### config.mk
export PLATFORM = sky130hd
export DESIGN_NAME = sfvu_merge
export DESIGN_NICKNAME = d
export VERILOG_FILES = /design/src/hdl/sfvu_pkg.sv /design/src/hdl/sfvu_merge.sv
export SDC_FILE = /design/constraint.sdc
export NUM_CORES = 1
export LEC_CHECK = 0
export ABC_AREA = 1
export BUFFER_PORTS_ARGS = -buffer_cell sky130_fd_sc_hd__buf_4
export CORE_MARGIN = 2
export CORE_UTILIZATION = 50
export CTS_CLUSTER_DIAMETER = 80
export DETAILED_ROUTE_END_ITERATION = 12
export PLACE_DENSITY_LB_ADDON = 0.1
export SETUP_SLACK_MARGIN = 0.1
export SLEW_MARGIN = 20
export SYNTH_ARGS = -nofsm -noshare
export SYNTH_HDL_FRONTEND = slang
export SYNTH_SLANG_ARGS = --single-unit
### constraint.sdc
create_clock -name clk -period 2.47 [get_ports clk]
set_input_delay 0.3705 -clock clk [delete_from_list [all_inputs] [get_ports clk]]
set_output_delay 0.3705 -clock clk [all_outputs]
set_load 0.03 [all_outputs]
### src/hdl/sfvu_pkg.sv
// ---------------------------------------------------------------------------
// Stereo frame VU meter package
// Shared widths, constants and handshake structs for the meter core.
// ---------------------------------------------------------------------------
package sfvu_pkg;

	localparam int MAX_FRAME_PAIRS = 4096;
	localparam int LEVEL_BITS      = 16;

	localparam int SAMPLE_W = 16;
	localparam int FIELD_W  = 16;
	localparam int SQUARE_W = 2 * SAMPLE_W;
	localparam int SUM_W    = 42;
	localparam int CNT_W    = $clog2(MAX_FRAME_PAIRS + 1);
	localparam int DIVC_W   = $clog2(SUM_W);

	// Mean square is limited to full scale squared, 2^30, so it needs 31 bits.
	localparam int MEAN_W   = 31;
	localparam int MSB_W    = 5;
	localparam int FRAC_W   = 16;
	localparam int ROUND_W  = $clog2(FRAC_W);
	localparam int LOG_W    = MSB_W + FRAC_W;
	localparam int SQP_W    = 2 * MEAN_W;
	localparam int PROD_W   = 2 * LOG_W;
	localparam int RND_SH   = 40 - LEVEL_BITS;
	localparam int DROP_W   = PROD_W + 1 - RND_SH;

	localparam logic [LOG_W-1:0]  NEG_TOP   = LOG_W'(30 * (1 << FRAC_W));
	localparam logic [LOG_W-1:0]  LOG_SCALE = LOG_W'(1683482);
	localparam logic [MEAN_W-1:0] FULL_SQ   = MEAN_W'(1 << 30);

	localparam int S_TDATA_W = 2 * SAMPLE_W;
	localparam int M_TDATA_W = 40;

	typedef logic [SUM_W-1:0]   sum_t;
	typedef logic [CNT_W-1:0]   count_t;
	typedef logic [FIELD_W-1:0] level_t;

	// Frame close request from the accumulator to both lanes.
	typedef struct packed {
		logic   start;
		sum_t   left_sum;
		sum_t   right_sum;
		count_t count;
	} frame_t;

	// Lane status toward the merge stage.
	typedef struct packed {
		logic   idle;
		logic   done;
		level_t level;
	} lane_stat_t;

endpackage

### src/hdl/sfvu_merge.sv
// ---------------------------------------------------------------------------
// Result merge
// Joins both lane levels, flags changes against the previous frame and
// holds the result word until the receiver takes it.
// ---------------------------------------------------------------------------
module sfvu_merge
	import sfvu_pkg::*;
(
	input  logic                 clk,
	input  logic                 arst_n,
	input  lane_stat_t           left_stat,
	input  lane_stat_t           right_stat,
	output logic                 ack,
	output logic                 m_tvalid,
	input  logic                 m_tready,
	output logic [M_TDATA_W-1:0] m_tdata
);

	logic                 valid_q;
	logic [M_TDATA_W-1:0] data_q;
	level_t               prev_left_q;
	level_t               prev_right_q;

	assign ack      = left_stat.done && right_stat.done && (!valid_q || m_tready);
	assign m_tvalid = valid_q;
	assign m_tdata  = data_q;

	always_ff @(posedge clk or negedge arst_n) begin
		if (!arst_n) begin
			valid_q      <= 1'b0;
			prev_left_q  <= '0;
			prev_right_q <= '0;
		end else begin
			if (ack) begin
				valid_q      <= 1'b1;
				prev_left_q  <= left_stat.level;
				prev_right_q <= right_stat.level;
			end else if (m_tready) begin
				valid_q <= 1'b0;
			end
		end
	end

	always_ff @(posedge clk) begin
		if (ack) begin
			data_q <= M_TDATA_W'({right_stat.level != prev_right_q,
				left_stat.level != prev_left_q,
				right_stat.level, left_stat.level});
		end
	end

endmodule

After elaboration in Yosys (flattened, before gate mapping):

Cells that the tools add are included.

* multiplexer cells: 2
* eq/ne operators: 2
* reduce and logical (&&, ||, !) cells: 5

Operator list (count)
* 16-bit inequality test: 2
* 1-bit logical AND: 2
* 1-bit 2-to-1 mux: 2
* 2-bit nonzero test: 1
* 1-bit logical NOT: 1
* 1-bit logical OR: 1

* register bits after elaboration: 67
* input port bits: 39
* word-level logic and storage cells: 13

Longest topological paths before layout:

* depth in word-level cells: 4
* gate-level depth with buffers: 7
* gate-level depth less buffers: 7

Worst setup path after synthesis:

Ideal clock, no wire load.

* path type: reg-to-reg
* start point: register valid_q (netlist: m_tvalid)
* end point: register data_q[0] (netlist: m_tdata[0]), enable pin
* data arrival time: 1.707 ns
* setup time: 0.397 ns
* period minus slack after synthesis: 2.105 ns
* required time: 2.073 ns
* path buffers: 1
* cell stages (with the launch flop): 5
* slack: 0.365 ns
* path through: dfrtp_1 -> nand2_2 -> nand3_2 -> buf_2 -> inv_1

* word-level cells in the longest chain between the ends: 3

Ends and longest elaborated chain
* start: declaration: RTL line sfvu_merge.sv:19 `logic valid_q;`
* start signal: assignment: RTL line sfvu_merge.sv:30 `valid_q <= 1'b0;`
* start signal: assignment: RTL line sfvu_merge.sv:35 `valid_q <= 1'b1;`
* start signal: assignment: RTL line sfvu_merge.sv:39 `valid_q <= 1'b0;`
* 1-bit logical NOT: RTL line sfvu_merge.sv:24 `assign ack = left_stat.done && right_stat.done && (!valid_q || m_tready);`
* 1-bit logical OR: RTL line sfvu_merge.sv:24
* 1-bit logical AND: RTL line sfvu_merge.sv:24
* named net ack: RTL line sfvu_merge.sv:13 `output logic ack,`
* end signal: assignment: RTL line sfvu_merge.sv:46 `data_q <= M_TDATA_W'({right_stat.level != prev_right_q,`
* end: declaration: RTL line sfvu_merge.sv:20 `logic [M_TDATA_W-1:0] data_q;`

The timed path passes the listed nets, and every way through them passes these cells.
A chain may end at the register's enable or synchronous reset.

Worst setup path after layout:

* start point: register valid_q (netlist: m_tvalid)
* end point: output ack

* word-level cells in the longest chain between the ends: 3

Ends and longest elaborated chain (RTL line)
* 1-bit logical NOT: sfvu_merge.sv:24
* 1-bit logical OR: sfvu_merge.sv:24
* 1-bit logical AND: sfvu_merge.sv:24
* end: declaration: sfvu_merge.sv:13

No other way between the ends.

==> results.sh <==
export IMPL_synthCells=340
export IMPL_hpwl_mm=3.98
export IMPL_required_ns=2.10
export IMPL_clockRootBuffer="clkbuf_8"
export IMPL_antenna_cells=0
export IMPL_layout_commonest_cell="nand2_1"
export IMPL_drive_gt1_share_pct=24.2
export IMPL_reg2reg_to="prev_right_q[10]$_DFFE_PN0P_"
export IMPL_ios=81
export IMPL_final_cell_mix="nand2_1 (139), buf_4 (76), inv_1 (66)"
export IMPL_grt_pass1_wl_mm=9.36
export IMPL_io_buffers=72
export IMPL_grtUsageTotal_pct=18.9
export IMPL_drc=0
export IMPL_relSlewSlack_pct=52.7
export IMPL_cts_hold_buf=1
export IMPL_die_h_um=81.9
export IMPL_post_synth_top_area_cell="edfxtp_1"
export IMPL_min_path_cells=1
export IMPL_ys_warn_count=0
export IMPL_period_needed_ns=1.63
export IMPL_place_congestion=0.746
export IMPL_leakagePower_nw=1.97
export IMPL_fp_coreArea_um2=5890
export IMPL_end_kind="output port"
export IMPL_cts_resized=0
export IMPL_grt_pass1_vias=2202
export IMPL_ys_seq_area_share_pct=60.8
export IMPL_finClkSkew_ns=0.00976
export IMPL_crit_fanout=6
export IMPL_hold_path_class="in -> reg"
export IMPL_synth_seq_cells=67
export IMPL_htree_levels=3
export IMPL_drv_slew=0
export IMPL_min_to="m_tdata[18]$_DFFE_PP_"
export IMPL_layout_nets=459
export IMPL_ant_nets=0
export IMPL_fin_area_um2=3770
export IMPL_max_cap_violations=0
export IMPL_grt_setup_unrepaired="false"
export IMPL_reg2reg_depth=5
export IMPL_drt_initial_drc_count=131
export IMPL_syn_avg_cell_area_um2=8.93
export IMPL_avgRoutedWirePerCell_um=11.3
export IMPL_powerDensity_nw_per_um2=680
export IMPL_fin_ws_ns=0.838
export IMPL_fin_crit_sh_pct=66.1
export IMPL_initial_utilization_pct=51.6
export IMPL_min_from="right_stat[2]"
export IMPL_r2r_slack_ns=1.07
export IMPL_tightest_slew_ns=0.709
export IMPL_synth_area_um2=3040
export IMPL_firstDrtPassIters=4
export IMPL_tns_ns=0
export IMPL_post_cts_buffers=0
export IMPL_synth_top_cell_area_share_pct=33.6
export IMPL_path_clk_slew_ns=0.07
export IMPL_max_clock_freq_ghz=0.613
export IMPL_cp_data_arrival_time_ns=1.26
export IMPL_clock_path_buffers=2
export IMPL_clock_latency_ns=0.33
export IMPL_antenna_found_initial=0
export IMPL_synth_area_top_cells="edfxtp_1 (34%), dfrtp_1 (27%), nand2_1 (17%)"
export IMPL_grt_max_degree=66
export IMPL_cts_sinks=67
export IMPL_dieArea_um2=6710
export IMPL_hold_viol_final=0
export IMPL_vias=2238
export IMPL_die_w_um=81.9
export IMPL_place_area_um2=3610
export IMPL_ys_types=14
export IMPL_rows=28
export IMPL_area_delta_synth_final_pct=24.2
export IMPL_setup_viol=0
export IMPL_dp_slack_ns=0.915
export IMPL_status="finished, final reports clean"
export IMPL_ir_drop_uv=375
export IMPL_tritoncts="yes"
export IMPL_critPathKind="reg -> out"
export IMPL_viasPerCell=4.48
export IMPL_cts_buffers=9
export IMPL_rr_startpoint="m_tvalid$_DFFE_PN0P_"
export IMPL_overflow=0
export IMPL_routed_wirelength_mm=5.67
export IMPL_start_kind="flop"
==> worst max path at each step <==
| stage | start | endpoint | slack [ns] | cells after the start |
|---|---|---|---|---|
| after floorplan | m_tvalid$_DFFE_PN0P_ | m_tdata[0]$_DFFE_PP_ | 0.37 | 4 |
| after CTS | m_tvalid$_DFFE_PN0P_ | ack | 0.79 | 4 |
| after global routing | m_tvalid$_DFFE_PN0P_ | ack | 0.75 | 4 |
| after global placement | m_tready | prev_left_q[11]$_DFFE_PN0P_ | 0.94 | 6 |
| after detailed placement | m_tready | prev_right_q[10]$_DFFE_PN0P_ | 0.92 | 7 |
| final | m_tvalid$_DFFE_PN0P_ | ack | 0.84 | 4 |
==> stage by stage <==
step                power (mW)  utilization [%]  hold slack [ns]  cells
finish                    2.56             64.1            0.226    500
global route              2.73             64.1            0.211    500
CTS                       2.60             64.1            0.206    500
detailed placement        1.85             61.3            0.352    483
global placement          1.83             61.3            0.358    483
floorplan                 1.70                -           0.0749    345
==> per-layer routing <==
layer  track usage [%]  wire (um)
met4              9.50         91
met1              22.1       2510
met3              4.95        316
met2              32.2       2760
met5                 0          0
==> sequential cells by signal, indices dropped and copies added (netlist names) <==
name	count
prev_left_q	16
prev_right_q	16
m_tvalid	1
m_tdata	34
==> cell families after synthesis <==
logic type,synth area share (%)
and+or+nand+nor,20.2
buffers and inverters,11.8
DFF,60.8
AOI/OAI and AO/OA,7.01
other,0.124
==> synth_stat cells <==
library cell,instances
o21ai_2,14
buf_6,5
o21ai_1,16
conb_1,1
nor2_1,20
nand3_2,1
edfxtp_1,34
nand2_2,1
dfrtp_1,33
o21ai_0,2
buf_4,6
buf_2,2
nand2_1,139
inv_1,66
==> where the power goes <==
part	switching, mW	leakage [nW]	internal, mW
Sequential	0.0703	0.720	1.29
Combinational	0.281	1.17	0.185
Clock	0.380	0.0792	0.355
==> cell type report <==
type | instances | area (um2)
clock buffer | 12 | 135
clock inverter | 4 | 17.5
fill | 514 | 2120
inverter | 66 | 248
multi-input combinational | 199 | 848
sequential | 67 | 1850
tap | 75 | 93.8
timing repair buffer | 77 | 581
==> worst max-delay path, cell delays in order, from the launching register on <==
cell	delay (ns)
dfrtp_1	0.40
nand2_2	0.08
nand3_2	0.06
inv_1	0.19
buf_4	0.20
Power figures use the tool's default switching activity.
