===== src/hdl/sfvu_pkg.sv =====
// ---------------------------------------------------------------------------
// Stereo frame VU meter package
// Shared widths, constants and handshake structs for the meter core.
// ---------------------------------------------------------------------------
package sfvu_pkg;

	localparam int MAX_FRAME_PAIRS = 4096;
	localparam int LEVEL_BITS      = 16;

	localparam int SAMPLE_W = 16;
	localparam int FIELD_W  = 16;
	localparam int SQUARE_W = 2 * SAMPLE_W;
	localparam int SUM_W    = 42;
	localparam int CNT_W    = $clog2(MAX_FRAME_PAIRS + 1);
	localparam int DIVC_W   = $clog2(SUM_W);

	// Mean square is limited to full scale squared, 2^30, so it needs 31 bits.
	localparam int MEAN_W   = 31;
	localparam int MSB_W    = 5;
	localparam int FRAC_W   = 16;
	localparam int ROUND_W  = $clog2(FRAC_W);
	localparam int LOG_W    = MSB_W + FRAC_W;
	localparam int SQP_W    = 2 * MEAN_W;
	localparam int PROD_W   = 2 * LOG_W;
	localparam int RND_SH   = 40 - LEVEL_BITS;
	localparam int DROP_W   = PROD_W + 1 - RND_SH;

	localparam logic [LOG_W-1:0]  NEG_TOP   = LOG_W'(30 * (1 << FRAC_W));
	localparam logic [LOG_W-1:0]  LOG_SCALE = LOG_W'(1683482);
	localparam logic [MEAN_W-1:0] FULL_SQ   = MEAN_W'(1 << 30);

	localparam int S_TDATA_W = 2 * SAMPLE_W;
	localparam int M_TDATA_W = 40;

	typedef logic [SUM_W-1:0]   sum_t;
	typedef logic [CNT_W-1:0]   count_t;
	typedef logic [FIELD_W-1:0] level_t;

	// Frame close request from the accumulator to both lanes.
	typedef struct packed {
		logic   start;
		sum_t   left_sum;
		sum_t   right_sum;
		count_t count;
	} frame_t;

	// Lane status toward the merge stage.
	typedef struct packed {
		logic   idle;
		logic   done;
		level_t level;
	} lane_stat_t;

endpackage


===== src/hdl/sfvu_lane.sv =====
// ---------------------------------------------------------------------------
// Level lane
// Turns one channel's frame sum into a meter level: serial divide, normalize,
// squaring log2, scale to decibels and map onto the level range.
// ---------------------------------------------------------------------------
module sfvu_lane
	import sfvu_pkg::*;
(
	input  logic       clk,
	input  logic       arst_n,
	input  logic       start,
	input  sum_t       sum,
	input  count_t     count,
	input  logic       ack,
	output lane_stat_t stat
);

	localparam logic [2:0] ST_IDLE = 3'd0;
	localparam logic [2:0] ST_DIV  = 3'd1;
	localparam logic [2:0] ST_NORM = 3'd2;
	localparam logic [2:0] ST_SQM  = 3'd3;
	localparam logic [2:0] ST_SQF  = 3'd4;
	localparam logic [2:0] ST_MUL  = 3'd5;
	localparam logic [2:0] ST_FIN  = 3'd6;
	localparam logic [2:0] ST_DONE = 3'd7;

	logic [2:0]        state_q;
	logic [DIVC_W-1:0] div_cnt_q;
	logic [ROUND_W-1:0] round_q;

	sum_t              quo_q;
	count_t            div_q;
	logic [CNT_W-1:0]  rem_q;
	logic [MEAN_W-1:0] m_q;
	logic [MSB_W-1:0]  msb_q;
	logic [FRAC_W-1:0] frac_q;
	logic [SQP_W-1:0]  sq_q;
	logic [PROD_W-1:0] prod_q;
	level_t            level_q;

	logic [CNT_W:0]    shifted;
	logic              ge;
	logic [CNT_W-1:0]  rem_next;
	sum_t              quo_next;
	logic              over;
	logic [MEAN_W-1:0] mean;
	logic [MEAN_W:0]   sq_top;
	logic [LOG_W-1:0]  neg;
	logic [PROD_W:0]   rounded;
	logic [DROP_W-1:0] drop;
	logic [LEVEL_BITS-1:0] lvl;

	always_comb begin
		// One restoring division step per cycle.
		shifted  = {rem_q, quo_q[SUM_W-1]};
		ge       = shifted >= {1'b0, div_q};
		rem_next = ge ? CNT_W'(shifted - {1'b0, div_q}) : CNT_W'(shifted);
		quo_next = {quo_q[SUM_W-2:0], ge};
		over     = (quo_next[SUM_W-1:MEAN_W] != '0) ||
			(quo_next[MEAN_W-1] && (quo_next[MEAN_W-2:0] != '0));
		mean     = over ? FULL_SQ : quo_next[MEAN_W-1:0];

		sq_top   = sq_q[SQP_W-1:30];

		neg      = NEG_TOP - {msb_q, frac_q};
		rounded  = {1'b0, prod_q} + (PROD_W+1)'(1 << (RND_SH - 1));
		drop     = rounded[PROD_W:RND_SH];
		if (drop[DROP_W-1:LEVEL_BITS] != '0) begin
			lvl = '0;
		end else if (drop == '0) begin
			lvl = {LEVEL_BITS{1'b1}};
		end else begin
			lvl = LEVEL_BITS'(~drop[LEVEL_BITS-1:0] + 1'b1);
		end

		stat.idle  = state_q == ST_IDLE;
		stat.done  = state_q == ST_DONE;
		stat.level = level_q;
	end

	always_ff @(posedge clk or negedge arst_n) begin
		if (!arst_n) begin
			state_q   <= ST_IDLE;
			div_cnt_q <= '0;
			round_q   <= '0;
		end else begin
			case (state_q)
				ST_IDLE: begin
					div_cnt_q <= '0;
					if (start) begin
						state_q <= (count == '0) ? ST_DONE : ST_DIV;
					end
				end
				ST_DIV: begin
					div_cnt_q <= div_cnt_q + 1'b1;
					if (div_cnt_q == DIVC_W'(SUM_W - 1)) begin
						state_q <= ST_NORM;
					end
				end
				ST_NORM: begin
					round_q <= '0;
					if (m_q == '0) begin
						state_q <= ST_DONE;
					end else if (m_q[MEAN_W-1]) begin
						state_q <= ST_SQM;
					end
				end
				ST_SQM: begin
					state_q <= ST_SQF;
				end
				ST_SQF: begin
					round_q <= round_q + 1'b1;
					state_q <= (round_q == {ROUND_W{1'b1}}) ? ST_MUL : ST_SQM;
				end
				ST_MUL: begin
					state_q <= ST_FIN;
				end
				ST_FIN: begin
					state_q <= ST_DONE;
				end
				ST_DONE: begin
					if (ack) begin
						state_q <= ST_IDLE;
					end
				end
				default: begin
					state_q <= ST_IDLE;
				end
			endcase
		end
	end

	always_ff @(posedge clk) begin
		case (state_q)
			ST_IDLE: begin
				quo_q   <= sum;
				div_q   <= count;
				rem_q   <= '0;
				level_q <= '0;
			end
			ST_DIV: begin
				quo_q <= quo_next;
				rem_q <= rem_next;
				m_q   <= mean;
				msb_q <= MSB_W'(30);
			end
			ST_NORM: begin
				frac_q <= '0;
				if (!m_q[MEAN_W-1]) begin
					m_q   <= {m_q[MEAN_W-2:0], 1'b0};
					msb_q <= msb_q - 1'b1;
				end
			end
			ST_SQM: begin
				sq_q <= SQP_W'(m_q) * SQP_W'(m_q);
			end
			ST_SQF: begin
				// A square of 2.0 or more yields a one bit and is halved.
				if (sq_top[MEAN_W]) begin
					m_q    <= sq_top[MEAN_W:1];
					frac_q <= {frac_q[FRAC_W-2:0], 1'b1};
				end else begin
					m_q    <= sq_top[MEAN_W-1:0];
					frac_q <= {frac_q[FRAC_W-2:0], 1'b0};
				end
			end
			ST_MUL: begin
				prod_q <= PROD_W'(neg) * PROD_W'(LOG_SCALE);
			end
			ST_FIN: begin
				level_q <= FIELD_W'(lvl);
			end
			default: begin
			end
		endcase
	end

endmodule


===== config.mk =====
export PLATFORM = sky130hd
export DESIGN_NAME = sfvu_lane
export DESIGN_NICKNAME = d
export VERILOG_FILES = /design/src/hdl/sfvu_pkg.sv /design/src/hdl/sfvu_lane.sv
export SDC_FILE = /design/constraint.sdc
export NUM_CORES = 2
export LEC_CHECK = 0
export BUFFER_PORTS_ARGS = -buffer_cell sky130_fd_sc_hd__buf_2
export CAP_MARGIN = 40
export CORE_ASPECT_RATIO = 1.25
export CORE_MARGIN = 4
export CORE_UTILIZATION = 41
export DETAILED_ROUTE_END_ITERATION = 10
export HOLD_SLACK_MARGIN = 0.03
export MAX_ROUTING_LAYER = met4
export SLEW_MARGIN = 20
export SYNTH_ARGS = -nofsm -noshare
export SYNTH_HDL_FRONTEND = slang
export SYNTH_SLANG_ARGS = --single-unit

===== constraint.sdc =====
create_clock -name clk -period 8.3 [get_ports clk]
set_clock_uncertainty 0.1 [all_clocks]
set_input_delay 1.245 -clock clk [delete_from_list [all_inputs] [get_ports clk]]
set_output_delay 1.245 -clock clk [all_outputs]
set_load 0.05 [all_outputs]

# Yosys cells after proc, flatten, opt, wreduce, memory -nomap -nowiden
# Cells that the tools add are included.
totals:
  reg_bits: 252
  latchBits: 0
  mem_bits_rw: 0
  romBits: 0
  elab_cells: 79
  n_memories: 0
op_classes:
  add_sub_neg: 7
  multipliers: 2
  div: 0
  order_cmp: 1
  eq_ne: 14
  n_shift: 0
  muxes: 24
  bitwise_logic: 1
  n_reduce_logical: 17
op_table:
  columns: ["op", "count"]
  rows:
  - ["2-to-1 mux 31 bit", 3]
  - ["case mux 31 bit (3 select lines)", 1]
  - ["case mux 42 bit (2 select lines)", 1]
  - ["case mux 16 bit (2 select lines)", 2]
  - ["multiplier 31 x 31 -> 62 bit", 1]
  - ["adder 42 x 24 -> 43 bit, second input constant", 1]
  - ["multiplier 21 x 20 -> 41 bit, second input constant", 1]
  - ["2-to-1 mux 16 bit", 2]
  - ["logical NOT 31 bit", 1]
  - ["nonzero test 30 bit", 1]
  - ["case mux 13 bit (2 select lines)", 1]
  - ["case mux 3 bit (8 select lines)", 1]
  - ["2-to-1 mux 3 bit", 7]
  - ["subtractor 21 bit, first input constant", 1]
  - ["logical NOT 19 bit", 1]
  - ["adder 16 x 1 -> 16 bit, second input constant", 1]
  - ["inverter 16 bit", 1]
  - ["greater-or-equal comparator 14 x 13 -> 1 bit", 1]
  - ["logical NOT 13 bit", 1]
  - ["2-to-1 mux 13 bit", 1]
  - ["subtractor 13 bit", 1]
  - ["equality test 3 bit, second input constant", 4]
  - ["case mux 6 bit (2 select lines)", 1]
  - ["nonzero test 11 bit", 1]
  - ["other kinds (20)", 29]

# Longest topological paths before layout
logic_depth:
  word_depth: 6
  mapped_depth: 29
  mapped_depth_nobuf: 29

# Worst setup path before layout
# Ideal clock, no wire load.
synth_timing:
  path_kind: "register -> register"
  from: "register m_q[4]"
  to: "register sq_q[56], data pin"
  setup_time_ns: 0.274
  t_arrival_ns: 7.318
  required_ns: 7.926
  setup_slack_ns: 0.608
  stages_incl_launch_ff: 26
  n_path_buf: 2
  period_less_slack_ns: 7.692
  path_cell_list: "edfxtp_1 clkbuf_1 clkbuf_1 nand2_1 fa_1 inv_1 fa_1 fa_1 inv_1 fa_1 inv_1 fa_1 inv_1 fa_1 inv_1 fa_1 fa_1 ha_1 nand3_1 or4b_2 a31oi_1 o31ai_1 o21a_1 o21a_1 o41ai_1 xor2_1"
synth_between:
  elab_chain_len: 1
synth_lines:
  columns: ["item", "line_no", "rtl"]
  rows:
  - ["from (decl)", "sfvu_lane.sv:34", "logic [MEAN_W-1:0] m_q;"]
  - ["from (signal assigned)", "sfvu_lane.sv:144", "m_q <= mean;"]
  - ["from (signal assigned)", "sfvu_lane.sv:150", "m_q <= {m_q[MEAN_W-2:0], 1'b0};"]
  - ["from (signal assigned)", "sfvu_lane.sv:160", "m_q <= sq_top[MEAN_W:1];"]
  - ["multiplier 31 x 31 -> 62 bit", "sfvu_lane.sv:155", "sq_q <= SQP_W'(m_q) * SQP_W'(m_q);"]
  - ["to (signal assigned)", "sfvu_lane.sv:155", null]
  - ["to (decl)", "sfvu_lane.sv:37", "logic [SQP_W-1:0] sq_q;"]
# Every way passes these cells.
# A chain may end at the register's enable or synchronous reset.

# Worst setup path after layout
layout_timing:
  from: "register m_q[15]"
  to: "register sq_q[56], data pin"
# The elaborated chain is that of the path after synthesis.

==> impl_metrics.env <==
export IMPL_synthTopCellsByArea="fa_1 40%, ha_1 14%, edfxtp_1 13%, inv_1 9.8%, and2_1 3.1%"
export IMPL_yosysSeqAreaShare=0.1379
export IMPL_cp_arrival_ps=8150
export IMPL_final_nets=5843
export IMPL_path_delay_family="adder cells"
export IMPL_wire_per_inst_um=19.61
export IMPL_syn_avg_cell_area_um2=9.860
export IMPL_vias=29440
export IMPL_yosysWarningCount=0
export IMPL_grt_pass1_wl_um=182500
export IMPL_crit_top_cell="fa_1"
export IMPL_antenna_found_initial=11
export IMPL_cts_tree="done"
export IMPL_multi_input_area_um2=32550
export IMPL_fmax_mhz=124.8
export IMPL_synth_edf_count=187
export IMPL_areaGrowthSynthToFinish_pct=8.329
export IMPL_num_rows=132
export IMPL_worstSetupStartpointType="flop"
export IMPL_synth_seq_cells=200
export IMPL_r2r_cells=23
export IMPL_critical_path_slowest_cell="or4b_4"
export IMPL_synth_cells=4368
export IMPL_syn_num_nets=5762
export IMPL_synth_top_cell_area_share=0.3965
export IMPL_route_antenna_remaining_nets=0
export IMPL_routed_via_density=5.068
export IMPL_grt_overflow_total=0
export IMPL_place_hpwl_um=96310
export IMPL_die_y_um=370.4
export IMPL_cts_clk_slew_worst_paths_ps=90
export IMPL_worst_slew_pin_slew_ps=813.1
export IMPL_mostFrequentLayoutCell="inv_1"
export IMPL_cts_buffers=17
export IMPL_setup_viol=0
export IMPL_seq_area_um2=5941
export IMPL_n_fill_cell=9831
export IMPL_period_minus_slack_ps=8013
export IMPL_first_pass_iters=7
export IMPL_grtUsageTotal=0.2204
export IMPL_insertion_delay_ps=510
export IMPL_yosysTopAreaCell="fa_1"
export IMPL_path_depth=23
export IMPL_htree_levels=4
export IMPL_synthFlopType="edfxtp_1"
export IMPL_finalWirelength_um=113900
export IMPL_grt_pass1_vias=32690
export IMPL_synth_cell_types=70
export IMPL_port_buffer_count=76
export IMPL_synthArstFlopShare=0.06500
export IMPL_whs_path_depth=1
export IMPL_drc=0
export IMPL_core_area_um2=103900
export IMPL_cts_buffer_depth=2
export IMPL_cp_max_fo=5
export IMPL_drive_above_1_share=0.08068
export IMPL_period_share=0.9654
export IMPL_path_buf_inv=5
export IMPL_required_ps=8440
export IMPL_ctsHoldBuffers=0
export IMPL_max_cap_viol_count=0
export IMPL_cts_root_buf="clkbuf_16"
export IMPL_ioPinCount=77
export IMPL_status="finished, final reports clean"
export IMPL_critPathKind="flop to flop"
export IMPL_hold_worst_slack_ps=399.8
export IMPL_gp_congestion=0.9114
export IMPL_crit_path_max_incr_delay_ps=580
export IMPL_holdCritPathClass="flop to flop"
export IMPL_slew_viol_final=0
export IMPL_grt_max_degree=61
export IMPL_final_core_util=0.4491
export IMPL_path_cells="clkinvlp_4, nor2_4, fa_1, fa_1, inv_1, fa_1, fa_1, fa_1, inv_1, fa_1, fa_1, fa_2, ha_4, nand4_1, or4b_4, a31oi_1, buf_4, o31ai_1, buf_4, o21a_1, o21a_1, o41ai_2, xor2_1"
export IMPL_start_util=0.4146
export IMPL_syn_cell_area_um2=43070
export IMPL_layout_common_cells="1119 x inv_1, 852 x fa_1, 476 x ha_1"
export IMPL_die_area_um2=110300
export IMPL_crit_path_end_kind="flop"
export IMPL_cts_sinks=200
export IMPL_die_w_um=297.9
export IMPL_hold_viol_final=0
export IMPL_relSlewSlack=0.4522
export IMPL_drt_initial_drc_count=1528
==> worst paths after layout <==
path	slack [ps]	startpoint	endpoint
worst min-delay path	400	round_q[3]	round_q[3]
worst min register to register	400	round_q[3]	round_q[3]
worst max-delay path	290	m_q[15]	sq_q[56]
worst max register to register	290	m_q[15]	sq_q[56]
max in group asynchronous	7350	arst_n	round_q[1]
min in group asynchronous	520	arst_n	div_cnt_q[5]
==> Yosys cell counts, types with 12 or more instances <==
cell type	count
clkbuf_1	128
a21oi_1	144
fa_1	853
and3_1	20
mux2_2	45
nand3_1	29
xor2_1	53
a21o_1	40
buf_1	12
o21ai_0	104
nor2b_1	15
and2_1	210
inv_1	1120
o21bai_1	13
edfxtp_1	187
mux2i_1	45
or2_2	12
dfrtp_1	13
nor3_1	30
nand4_1	27
nor2_1	149
nand2_1	350
nand2b_1	36
ha_1	482
xnor2_1	81
nor4_1	15
a211oi_1	14
==> stage by stage <==
step | setup TNS [ps] | setup slack (ps) | std cells | area, um^2
after global placement | 0 | 50.82 | 5749 | 45590
after detailed placement | -28.93 | -28.93 | 5752 | 45630
final | 0 | 287.0 | 5810 | 46660
after CTS | 0 | 8.090 | 5784 | 46270
after floorplan | 0 | 608.4 | 4368 | 43070
after global routing | -27.75 | -20.40 | 5808 | 46650
==> sequential cells by signal, summed over array words and instances (netlist names), 6 cells and up <==
register / flops
level_q: 16
frac_q: 16
quo_q: 42
prod_q: 19
div_cnt_q: 6
div_q: 13
m_q: 31
sq_q: 32
rem_q: 13
==> worst register-to-register path, cell delays in order (launching register included) <==
cell and delay, ps:
edfxtp_1 540, clkinvlp_4 280, nor2_4 230, fa_1 470
fa_1 540, inv_1 60, fa_1 570, fa_1 450
fa_1 540, inv_1 50, fa_1 470, fa_1 530
fa_2 470, ha_4 320, nand4_1 160, or4b_4 580
a31oi_1 160, buf_4 160, o31ai_1 80, buf_4 160
o21a_1 210, o21a_1 210, o41ai_2 310, xor2_1 110
==> what timing repair did <==
| item | in CTS | in global routing |
|---|---|---|
| setup endpoints to repair | 2 | 24 |
| buffers inserted | 0 | 17 |
| cloned | 0 | 0 |
| gates resized for setup | 1 | 42 |
| endpoints found under the hold margin | 0 | 0 |
| pin swaps | 0 | 7 |
==> logic make-up after synthesis <==
| group | after synthesis | synth area share |
|---|---|---|
| AO/OA/AOI/OAI | 413 | 0.05906 |
| flip-flops | 200 | 0.1379 |
| AND/OR/NAND/NOR | 926 | 0.1052 |
| buffers and inverters | 1269 | 0.1115 |
| adder cells (fa/ha/maj) | 1335 | 0.5365 |
| multiplexers | 90 | 0.02222 |
| XOR/XNOR | 135 | 0.02763 |
==> area by class of cell <==
type                    count  share of cell area
multi-input cells        2899              0.6976
inverters                1121             0.09027
repair buffers            210             0.03468
clock inverters            15            0.004613
clock buffers              17            0.009118
well taps                1340             0.03594
diodes                      8           0.0004291
flip-flops and latches    200              0.1273
==> routing by layer <==
metal	vias up	GRT usage	routed length, um
met5	-	-	0
met4	0	0.07395	4607
met3	206	0.01905	3626
met2	595	0.4066	61200
met1	15040	0.2530	44510
li1	13600	-	-
Power is not shown: default switching activity piles up to over one toggle a cycle in this logic, so the estimate is an artifact.
